<file path="src/sv/eiu_pkg.sv">
`timescale 1ns / 1ps
`default_nettype none
// ----------------------------------------------------------------------------
// eiu_pkg
// shared types and constants of the external pin interrupt unit
// ----------------------------------------------------------------------------
package eiu_pkg;

    localparam int NUM_LINES   = 2;
    localparam int DATA_W      = 8;
    localparam int SENSE_W     = 2 * NUM_LINES;
    localparam int S_TDATA_W   = 16;
    localparam int S_TUSER_W   = 3;
    localparam int M_TDATA_W   = 16;

    // register address on the bus
    localparam logic REG_MASK = 1'b0;
    localparam logic REG_FLAG = 1'b1;

    typedef enum logic [1:0] {
        FUNC_TICK  = 2'd0,
        FUNC_WRITE = 2'd1,
        FUNC_READ  = 2'd2,
        FUNC_ACK   = 2'd3
    } t_func;

    typedef enum logic [1:0] {
        SENSE_LOW  = 2'd0,
        SENSE_ANY  = 2'd1,
        SENSE_FALL = 2'd2,
        SENSE_RISE = 2'd3
    } t_sense;

    typedef struct packed {
        t_func                  func;
        logic [NUM_LINES-1:0]   pin_levels;
        logic                   reg_select;
        logic [DATA_W-1:0]      write_data;
        logic                   ack_line;
    } t_item;

    typedef struct packed {
        logic [DATA_W-1:0]      read_data;
        logic [NUM_LINES-1:0]   irq_request;
    } t_result;

endpackage
`default_nettype wire

</file>
<file path="src/sv/eiu_state.sv">
`timescale 1ns / 1ps
`default_nettype none
// ----------------------------------------------------------------------------
// eiu_state
// sense control, mask, flag and previous pin registers with item update logic
// ----------------------------------------------------------------------------
module eiu_state
    import eiu_pkg::*;
(
    input  wire logic                 i_clk,
    input  wire logic                 i_rst_n,
    input  wire logic                 i_cfg_we,
    input  wire logic [SENSE_W-1:0]   i_cfg_data,
    input  wire logic                 i_item_valid,
    input  wire t_item                i_item,
    output t_result                   o_result
);

    logic [SENSE_W-1:0]   r_sense;
    logic [NUM_LINES-1:0] r_mask, n_mask;
    logic [NUM_LINES-1:0] r_flag, n_flag;
    logic [NUM_LINES-1:0] r_prev, n_prev;
    logic [DATA_W-1:0]    w_rd;

    always_comb begin
        n_mask = r_mask;
        n_flag = r_flag;
        n_prev = r_prev;
        w_rd   = '0;
        case (i_item.func)
            FUNC_TICK: begin
                for (int n = 0; n < NUM_LINES; n++) begin
                    case (t_sense'(r_sense[2*n +: 2]))
                        SENSE_LOW: n_flag[n] = ~i_item.pin_levels[n];
                        SENSE_ANY: begin
                            if (i_item.pin_levels[n] != r_prev[n]) n_flag[n] = 1'b1;
                        end
                        SENSE_FALL: begin
                            if (!i_item.pin_levels[n] && r_prev[n]) n_flag[n] = 1'b1;
                        end
                        SENSE_RISE: begin
                            if (i_item.pin_levels[n] && !r_prev[n]) n_flag[n] = 1'b1;
                        end
                        default: n_flag[n] = r_flag[n];
                    endcase
                end
                n_prev = i_item.pin_levels;
            end
            FUNC_WRITE: begin
                if (i_item.reg_select == REG_MASK) begin
                    n_mask = i_item.write_data[NUM_LINES-1:0];
                end else begin
                    // ones clear flags
                    n_flag = r_flag & ~i_item.write_data[NUM_LINES-1:0];
                end
            end
            FUNC_READ: begin
                if (i_item.reg_select == REG_FLAG) begin
                    w_rd = {{(DATA_W-NUM_LINES){1'b0}}, r_flag};
                end else begin
                    w_rd = {{(DATA_W-NUM_LINES){1'b0}}, r_mask};
                end
            end
            FUNC_ACK: begin
                n_flag[i_item.ack_line] = 1'b0;
            end
            default: n_flag = r_flag;
        endcase
    end

    assign o_result.read_data   = w_rd;
    assign o_result.irq_request = n_mask & n_flag;

    always_ff @(posedge i_clk) begin
        if (!i_rst_n) begin
            r_sense <= '0;
            r_mask  <= '0;
            r_flag  <= '0;
            r_prev  <= '0;
        end else begin
            if (i_cfg_we) begin
                r_sense <= i_cfg_data;
            end
            if (i_item_valid) begin
                r_mask <= n_mask;
                r_flag <= n_flag;
                r_prev <= n_prev;
            end
        end
    end

endmodule
`default_nettype wire

</file>
<file path="src/sv/external_pin_interrupt_unit.sv">
`timescale 1ns / 1ps
`default_nettype none
// ----------------------------------------------------------------------------
// external_pin_interrupt_unit
// two-line external interrupt unit with mask, flag and sense registers
// ----------------------------------------------------------------------------
// path: an item passes the input register, the state update, then the result register,
// and waits in the input register while the result slot is blocked
// throughput: one item per cycle while the result stream is not stalled
// reset: synchronous active low; clears sense, mask, flags, previous pins
// and both valid bits, so no result is pending after reset
// ----------------------------------------------------------------------------
module external_pin_interrupt_unit
    import eiu_pkg::*;
(
    input  wire logic                  i_clk,
    input  wire logic                  i_rst_n,
    // sense control write channel
    input  wire logic                  i_cfg_valid,
    output logic                       o_cfg_ready,
    input  wire logic [SENSE_W-1:0]    i_cfg_data,
    // input item stream
    input  wire logic                  i_s_tvalid,
    output logic                       o_s_tready,
    // tdata: pin_levels[1:0], write_data[9:2], ack_line[10], zero [15:11]
    input  wire logic [S_TDATA_W-1:0]  i_s_tdata,
    // tuser: func[1:0], reg_select[2]
    input  wire logic [S_TUSER_W-1:0]  i_s_tuser,
    // result stream
    output logic                       o_m_tvalid,
    input  wire logic                  i_m_tready,
    // tdata: read_data[7:0], irq_request[9:8], zero [15:10]
    output logic [M_TDATA_W-1:0]       o_m_tdata
);

    logic    r_in_valid;
    t_item   r_in;
    logic    r_out_valid;
    t_result r_out;
    t_result w_result;
    logic    w_out_free;
    logic    w_process;

    // result slot is free when empty or being drained this cycle
    assign w_out_free = !r_out_valid || i_m_tready;
    assign w_process  = r_in_valid && w_out_free;

    // input register takes a new item when empty or whenever its content moves on
    assign o_s_tready  = !r_in_valid || w_out_free;
    assign o_cfg_ready = 1'b1;

    // input register
    always_ff @(posedge i_clk) begin
        if (!i_rst_n) begin
            r_in_valid <= 1'b0;
        end else if (o_s_tready) begin
            r_in_valid <= i_s_tvalid;
        end
    end

    always_ff @(posedge i_clk) begin
        if (o_s_tready && i_s_tvalid) begin
            r_in.func       <= t_func'(i_s_tuser[1:0]);
            r_in.reg_select <= i_s_tuser[2];
            r_in.pin_levels <= i_s_tdata[1:0];
            r_in.write_data <= i_s_tdata[9:2];
            r_in.ack_line   <= i_s_tdata[10];
        end
    end

    // state registers and update logic; item updates commit only as the item moves on
    eiu_state u_state (
        .i_clk        (i_clk),
        .i_rst_n      (i_rst_n),
        .i_cfg_we     (i_cfg_valid && o_cfg_ready),
        .i_cfg_data   (i_cfg_data),
        .i_item_valid (w_process),
        .i_item       (r_in),
        .o_result     (w_result)
    );

    // result register
    always_ff @(posedge i_clk) begin
        if (!i_rst_n) begin
            r_out_valid <= 1'b0;
        end else if (w_out_free) begin
            r_out_valid <= r_in_valid;
        end
    end

    always_ff @(posedge i_clk) begin
        if (w_process) begin
            r_out <= w_result;
        end
    end

    assign o_m_tvalid = r_out_valid;
    assign o_m_tdata  = {{(M_TDATA_W-DATA_W-NUM_LINES){1'b0}},
                         r_out.irq_request, r_out.read_data};

    // an item leaving the input register always lands in the result register
    a_process_fills_out: assert property (@(posedge i_clk) disable iff (!i_rst_n)
        w_process |=> r_out_valid)
        else $error("processed item did not reach the result register");

    // only a read can return nonzero data
    a_nonread_zero: assert property (@(posedge i_clk) disable iff (!i_rst_n)
        (w_process && r_in.func != FUNC_READ) |=> (r_out.read_data == '0))
        else $error("nonzero read data on a non-read item");

    // read data never carries bits above the two line bits
    a_read_width: assert property (@(posedge i_clk) disable iff (!i_rst_n)
        r_out_valid |-> (r_out.read_data[DATA_W-1:NUM_LINES] == '0))
        else $error("read data upper bits set");

    // a held input item is not overwritten while the result slot is blocked
    a_in_hold: assert property (@(posedge i_clk) disable iff (!i_rst_n)
        (r_in_valid && !w_out_free) |=> (r_in_valid && $stable(r_in)))
        else $error("input register changed while stalled");

endmodule
`default_nettype wire
</file>
<file path="config.mk">
export PLATFORM = sky130hd
export DESIGN_NAME = external_pin_interrupt_unit
export DESIGN_NICKNAME = d
export VERILOG_FILES = /design/src/sv/eiu_pkg.sv /design/src/sv/eiu_state.sv /design/src/sv/external_pin_interrupt_unit.sv
export SDC_FILE = /design/constraint.sdc
export NUM_CORES = 1
export LEC_CHECK = 0
export BUFFER_PORTS_ARGS = -buffer_cell sky130_fd_sc_hd__buf_2
export CORE_ASPECT_RATIO = 0.9
export CORE_MARGIN = 5
export CORE_UTILIZATION = 49
export CTS_CLUSTER_DIAMETER = 60
export DETAILED_ROUTE_END_ITERATION = 8
export GPL_TIMING_DRIVEN = 0
export PLACE_DENSITY = 0.85
export SYNTH_ARGS = -nofsm -noshare
export SYNTH_HDL_FRONTEND = slang
export SYNTH_SLANG_ARGS = --single-unit
</file>
<file path="constraint.sdc">
create_clock -name i_clk -period 4.1 [get_ports i_clk]
set_input_delay 0.82 -clock i_clk [delete_from_list [all_inputs] [get_ports i_clk]]
set_output_delay 0.82 -clock i_clk [all_outputs]
set_load 0.05 [all_outputs]
</file>
==> impl_results.md, run 1 <==
* Final Power at 0.465 mW
* Reg2reg start: r_in[10]
* Setup_tns at 0 ns
* Clk Latency, worst-skew pair at 0.30 ns
* Pre-CTS WS at 1.84 ns
* Combinational power share at 19.5%
* Clk buf depth at 2
* Hold Path End: u_state.r_flag[0]
* Initial Utilization at 51.4%
* Die W at 63.6 um
* CTS tree: built
* Final hold vios at 0
* Reg2reg setup slack at 2.62 ns
* Worst min path class: register to register
* Number of antenna violations at the first check in global routing at 0
* # hold bufs at CTS at 0
* Worst EP required at 3.28 ns
* Total setup buffers inserted after CTS at 0
* Core area at 2470 um^2
* Post-synth top cells: buf_4, mux2i_1, dfxtp_1, edfxtp_1, nor2b_1
* Row cnt at 17
* Drt first pass iters at 4
* Net Sw Frac at 28.7%
* Cell Area, Synth at 1270 um^2
* RSZ-0062 raised after global routing: false
* Achievable Freq at 0.443 GHz
* Fill cells at 206
* Critical Path Source Type: input port
* Outcome: completed
* Clk pwr share at 21.5%
* Die area at 3710 um^2
* ANT nets after route at 0
* Ports at 47
* Antenna Cells at 0
* Sink Count at 24
* Pin count of the biggest net entering global routing at 14
* Synth top area share at 28.4%
* Drt wl/cell at 12.4 um
* Hold path cells at 2
* Gr usage total at 13.1%
* Share of layout cells above drive strength 1 at 27.7%
* Slowest cell delay on critical path at 0.22 ns
* Yosys reg bits at 24
* Final worst setup slack at 1.84 ns
* Number of synthesized flops with an enable pin at 12
* Worst Path Arrival at 1.44 ns
* Setup CP Type: input port to output port
* Max rail drop VDD at 272 uV
* DR DRC count at 0
* Post_cts resized at 0
* Top FF cell, synth: edfxtp_1
* Minimum clock period at 2.26 ns
* Reg-to-reg critical path endpoint: o_m_tdata[8]
* Post-synthesis cell type count at 30
* Via Count at 897
* Fin cells at 183
* Placer Congestion at 0.770
* # setup viols final at 0
* Vias/cell at 4.90
* Final Slew Violations at 0
* Synth area leaders: edfxtp_1, dfxtp_1, mux2i_1, buf_4, nor2b_1
* CP cell instances: buf_2 -> nor2b_1 -> nand2_1 -> buf_2
* Crit-path max FO at 3
* Yosys warns at 0
* Final nets at 188
* Synthesized area per cell at 10.7 um^2
* CP bufs+invs at 2
* Total Routed Length at 2.26 mm
* R2r worst-path depth at 6
* Register share of total power at 59.0%
* Switching Power at 0.133 mW
* PortBufs at 21
* Synth area leader: edfxtp_1
* Post-Place Cells at 179
* Reg clk slew, reported paths at 0.12 ns
* Worst path slowest cell: buf_2
* H-tree Lvls at 1
* CTS root buf: clkbuf_4
* Pint at 0.332 mW
* MaxCap Viol Count at 0
* Top cell family by delay on the critical path: buffers and inverters
* Seq/Total Area, Yosys at 47.4%
* Vias in the first global route at 922
* Leak pwr at 0.680 nW
* DRT iter0 DRCs at 17
* Post-DP HPWL at 1.89 mm
* Synth Instances at 119
* Global-route wire length before repair at 3.96 mm
* PwrDens at 315 nW/um^2
* Remaining global-route overflow at 0
* CTS Buf Count at 3
* Area grow syn2layout at 16.4%
* HP Start: u_state.r_flag[0]
* Asr flop ratio synth at 0%
* Clock Skews at 0.00257 ns
* Endpoint type of the worst setup path: output port
* Die H at 58.3 um
* Final Cycle Share at 55.1%
* Most frequent cell on the critical path: buf_2
routing by layer:
| metal | part of all wire [%] | global-route usage, % | vias to the layer above | routed length [um] |
|---|---|---|---|---|
| met5 | 0 | 0 | - | 0 |
| met4 | 0.35 | 2.67 | 0 | 8 |
| met3 | 9.0 | 2.91 | 2 | 203 |
| met2 | 50 | 24.6 | 36 | 1130 |
| met1 | 41 | 15.3 | 404 | 927 |
| li1 | - | - | 455 | - |
power by group through the flow:
stage | sequential [mW] | clock (mW) | combinational, mW
floorplan | 0.285 | 0 | 0.0663
global placement | 0.279 | 0 | 0.0864
detailed placement | 0.280 | 0 | 0.0901
CTS | 0.274 | 0.105 | 0.0905
global route | 0.276 | 0.116 | 0.0976
finish | 0.274 | 0.100 | 0.0906
tightest hold or removal path, delay by kind of cell, from the launching register on:
family          cells  cell delay, ns
flops               1            0.36
compound gates      2            0.14
logic make-up (layout without fill, tap and decap cells):
kind of cell             after synthesis  after routing  synth area share (%)
AND/OR/NAND/NOR                       40             40                  19.6
flip-flops                            24             24                  47.4
buffers and inverters                 20             45                  9.77
AO/OA/AOI/OAI                         16             16                  8.39
multiplexers                          13             13                  10.3
adder cells (fa/ha/maj)                4              4                  3.95
other                                  2             13                 0.593
final cells by class:
cell class                 instances  area, um^2  area share (%)
tap                               28        35.0            2.37
clock buffer                       3        22.5            1.53
multi-input combinational         86         584            39.6
buffer                            15         105            7.12
clock inverter                     1        3.75           0.254
timing repair buffer              21         105            7.12
sequential                        24         601            40.7
inverter                           5        18.8            1.27
how the worst max path moves through the flow:
stage                     startpoint    endpoint  slack, ns  cells past startpoint
after detailed placement  i_m_tready  o_s_tready       1.84                      4
after CTS                 i_m_tready  o_s_tready       1.84                      4
after global routing      i_m_tready  o_s_tready       1.78                      4
after floorplan           i_m_tready  o_s_tready       1.98                      2
after global placement    i_m_tready  o_s_tready       1.89                      4
final                     i_m_tready  o_s_tready       1.84                      4
sequential cells by signal, summed over array words and instances, names as in the netlist:
name	flops
r_in	8
r_in_valid	1
u_state.r_mask	2
u_state.r_sense	4
u_state.r_prev	2
o_m_tdata	4
u_state.r_flag	2
o_m_tvalid	1
layout by cell type, fill, tap and decap left out, types with 2 or more instances in the layout:
cell      instances
a21oi_1           3
a22o_1            2
and2_1            3
and3_1            2
buf_2            21
buf_4            13
clkbuf_1          2
clkbuf_4          3
conb_1           13
dfxtp_1          12
edfxtp_1         12
ha_1              4
inv_1             4
mux2i_1          13
nand2_1           8
nand2b_1          7
nand3_2           2
nor2_1            2
nor2b_1          10
o21ai_1           3
o21bai_1          4
stage by stage:
step / hold slack (ns) / utilization, % / area [um^2]
after floorplan: 0.472 / - / 1310
after global placement: 0.504 / 58.7 / 1450
after detailed placement: 0.518 / 58.7 / 1450
after CTS: 0.537 / 59.8 / 1480
after global routing: 0.567 / 59.8 / 1480
final: 0.536 / 59.8 / 1480
Note: power is estimated with default switching activity, not from simulation.
==> run 2: changes to the inputs <==
- CORE_UTILIZATION: 49 -> 48
- PLACE_DENSITY: 0.85 -> 0.84
- clock period: 4.1 -> 2.3 ns (I/O delays scaled with it)
==> run 2 against run 1 <==
  * Critical path depth fell by 1
  * Combinational power rose by 77%
  * Worst setup slack lost 1.2 ns
  * Largest power group unchanged
  * Highest routed layer unchanged
==> impl_results.md, run 2 (synthesis results as in run 1) <==
* Area grow syn2layout at 18.5%
* Pin count of the biggest net entering global routing at 15 (+1)
* Global-route wire length before repair at 3.80 mm (-4.2%)
* Number of antenna violations at the first check in global routing at 0 (unchanged)
* Drt first pass iters at 4 (unchanged)
* Crit-path max FO at 3 (unchanged)
* Row cnt at 17 (unchanged)
* Die H at 58.8 um (+0.86%)
* Setup_tns at 0 ns (unchanged)
* Final hold vios at 0 (unchanged)
* Worst Path Arrival at 1.22 ns (-0.22 ns)
* CTS tree: built
* Most frequent cells in the layout: buf_2, mux2i_1, buf_4, conb_1
* Clk pwr share at 31.6% (+10 points)
* Hold_ws at 0.306 ns (-0.230 ns)
* Worst EP required at 1.84 ns (-1.44 ns)
* Vias/cell at 4.86 (-0.78%)
* Final Slew Violations at 0 (unchanged)
* Die W at 64.2 um (+0.87%)
* Outcome: completed
* Critical Path Source Type: register
* Final Power at 0.949 mW (+100%)
* PwrDens at 632 nW/um^2 (+100%)
* Core area at 2490 um^2 (+0.86%)
* Vias in the first global route at 887 (-3.8%)
* Setup CP Type: register to output port
* Share of layout cells above drive strength 1 at 28.4% (+0.65 points)
* Remaining global-route overflow at 0 (unchanged)
* Clock Skews at 0.00856 ns (+0.00599 ns)
* Achievable Freq at 0.594 GHz
* Endpoint type of the worst setup path: output port
* Clk Latency, worst-skew pair at 0.32 ns (+0.02 ns)
* RSZ-0062 raised after global routing: false
* Switching Power at 0.245 mW (+84%)
* PortBufs at 21 (unchanged)
* Post-DP HPWL at 1.81 mm (-4.4%)
* # setup viols final at 0 (unchanged)
* Clk buf depth at 2 (unchanged)
* Minimum clock period at 1.68 ns
* H-tree Lvls at 1 (unchanged)
* DR DRC count at 0 (unchanged)
* Gr usage total at 12.6% (-0.57 points)
* DRT iter0 DRCs at 5 (-12)
* Max reg flops at 8 (unchanged)
* Drt wl/cell at 11.6 um (-6.2%)
* Total Routed Length at 2.12 mm (-6.2%)
* # hold bufs at CTS at 0 (unchanged)
* Reg clk slew, reported paths at 0.13 ns (about the same)
* Max rail drop VDD at 550 uV (+100%)
* CTS Buf Count at 3 (unchanged)
* Combinational power share at 16.9% (-2.6 points)
* Net Sw Frac at 25.8% (-2.9 points)
* Final nets at 188 (unchanged)
* Leak pwr at 0.693 nW (+1.8%)
* Total setup buffers inserted after CTS at 0 (unchanged)
* Die area at 3770 um^2 (+1.7%)
* Antenna Cells at 0 (unchanged)
* Register share of total power at 51.5% (-7.5 points)
* MaxCap Viol Count at 0 (unchanged)
* ANT nets after route at 0 (unchanged)
* Layout Utilization at 60.3% (+0.54 points)
* Initial Utilization at 50.9% (-0.44 points)
* CTS root buf: clkbuf_4
* Final Cycle Share at 73.2%
* Worst min path class: input port to register
* Top reg by flops: r_in
* Post_cts resized at 0 (unchanged)
* Sink Count at 24 (unchanged)
* Placer Congestion at 0.789 (+2.5%)
* Commonest non-fill, non-tap cell in the layout: buf_2
* Via Count at 890 (-0.78%)
* Pint at 0.704 mW (+110%)
* Ports at 47 (unchanged)
==> run 2: path summary, 6_finish.rpt <==
path,start,endpoint,slack [ns],cells past startpoint
max,o_m_tvalid,o_s_tready,0.62,3
min,i_s_tdata[2],r_in[1],0.31,1
max reg2reg,r_in[11],o_m_tdata[9],0.85,6
min reg2reg,u_state.r_flag[0],u_state.r_flag[0],0.54,2
==> run 2: layout make-up <==
class                           instances  area [um^2]
Buffer                                 15          105
Clock buffer                            3         22.5
Clock inverter                          1         30.0
Fill cell                             211          987
Inverter                                5         18.8
Multi-Input combinational cell         86          584
Sequential cell                        24          601
Tap cell                               28         35.0
Timing Repair Buffer                   21          105
==> run 2: power by group through the flow <==
stage | sequential (mW) | combinational (mW) | clock, mW
final | 0.489 | 0.160 | 0.300
after global routing | 0.492 | 0.174 | 0.325
after CTS | 0.489 | 0.160 | 0.308
after detailed placement | 0.498 | 0.160 | 0
after global placement | 0.497 | 0.154 | 0
after floorplan | 0.507 | 0.118 | 0
==> run 2: layer usage <==
layer	vias to the layer above	routed length, um	global-route usage, %
li1	455	-	-
met1	398	874	14.5
met2	35	1000	22.4
met3	2	226	3.44
met4	0	21	4.36
met5	-	0	0
==> run 2: through the flow <==
stage / instance area (um^2) / worst slack (ns) / std cells
3_3_place_gp: 1450 / 0.811 / 179
5_1_grt: 1500 / 0.510 / 183
4_1_cts: 1500 / 0.602 / 183
6_report: 1500 / 0.617 / 183
2_1_floorplan: 1310 / 0.443 / 130
3_5_place_dp: 1450 / 0.769 / 179
==> run 2: worst max-delay path: stages, from the launching register on <==
cell and delay (ns):
dfxtp_1 0.37, nor2b_1 0.22, nand2_1 0.10, buf_2 0.23
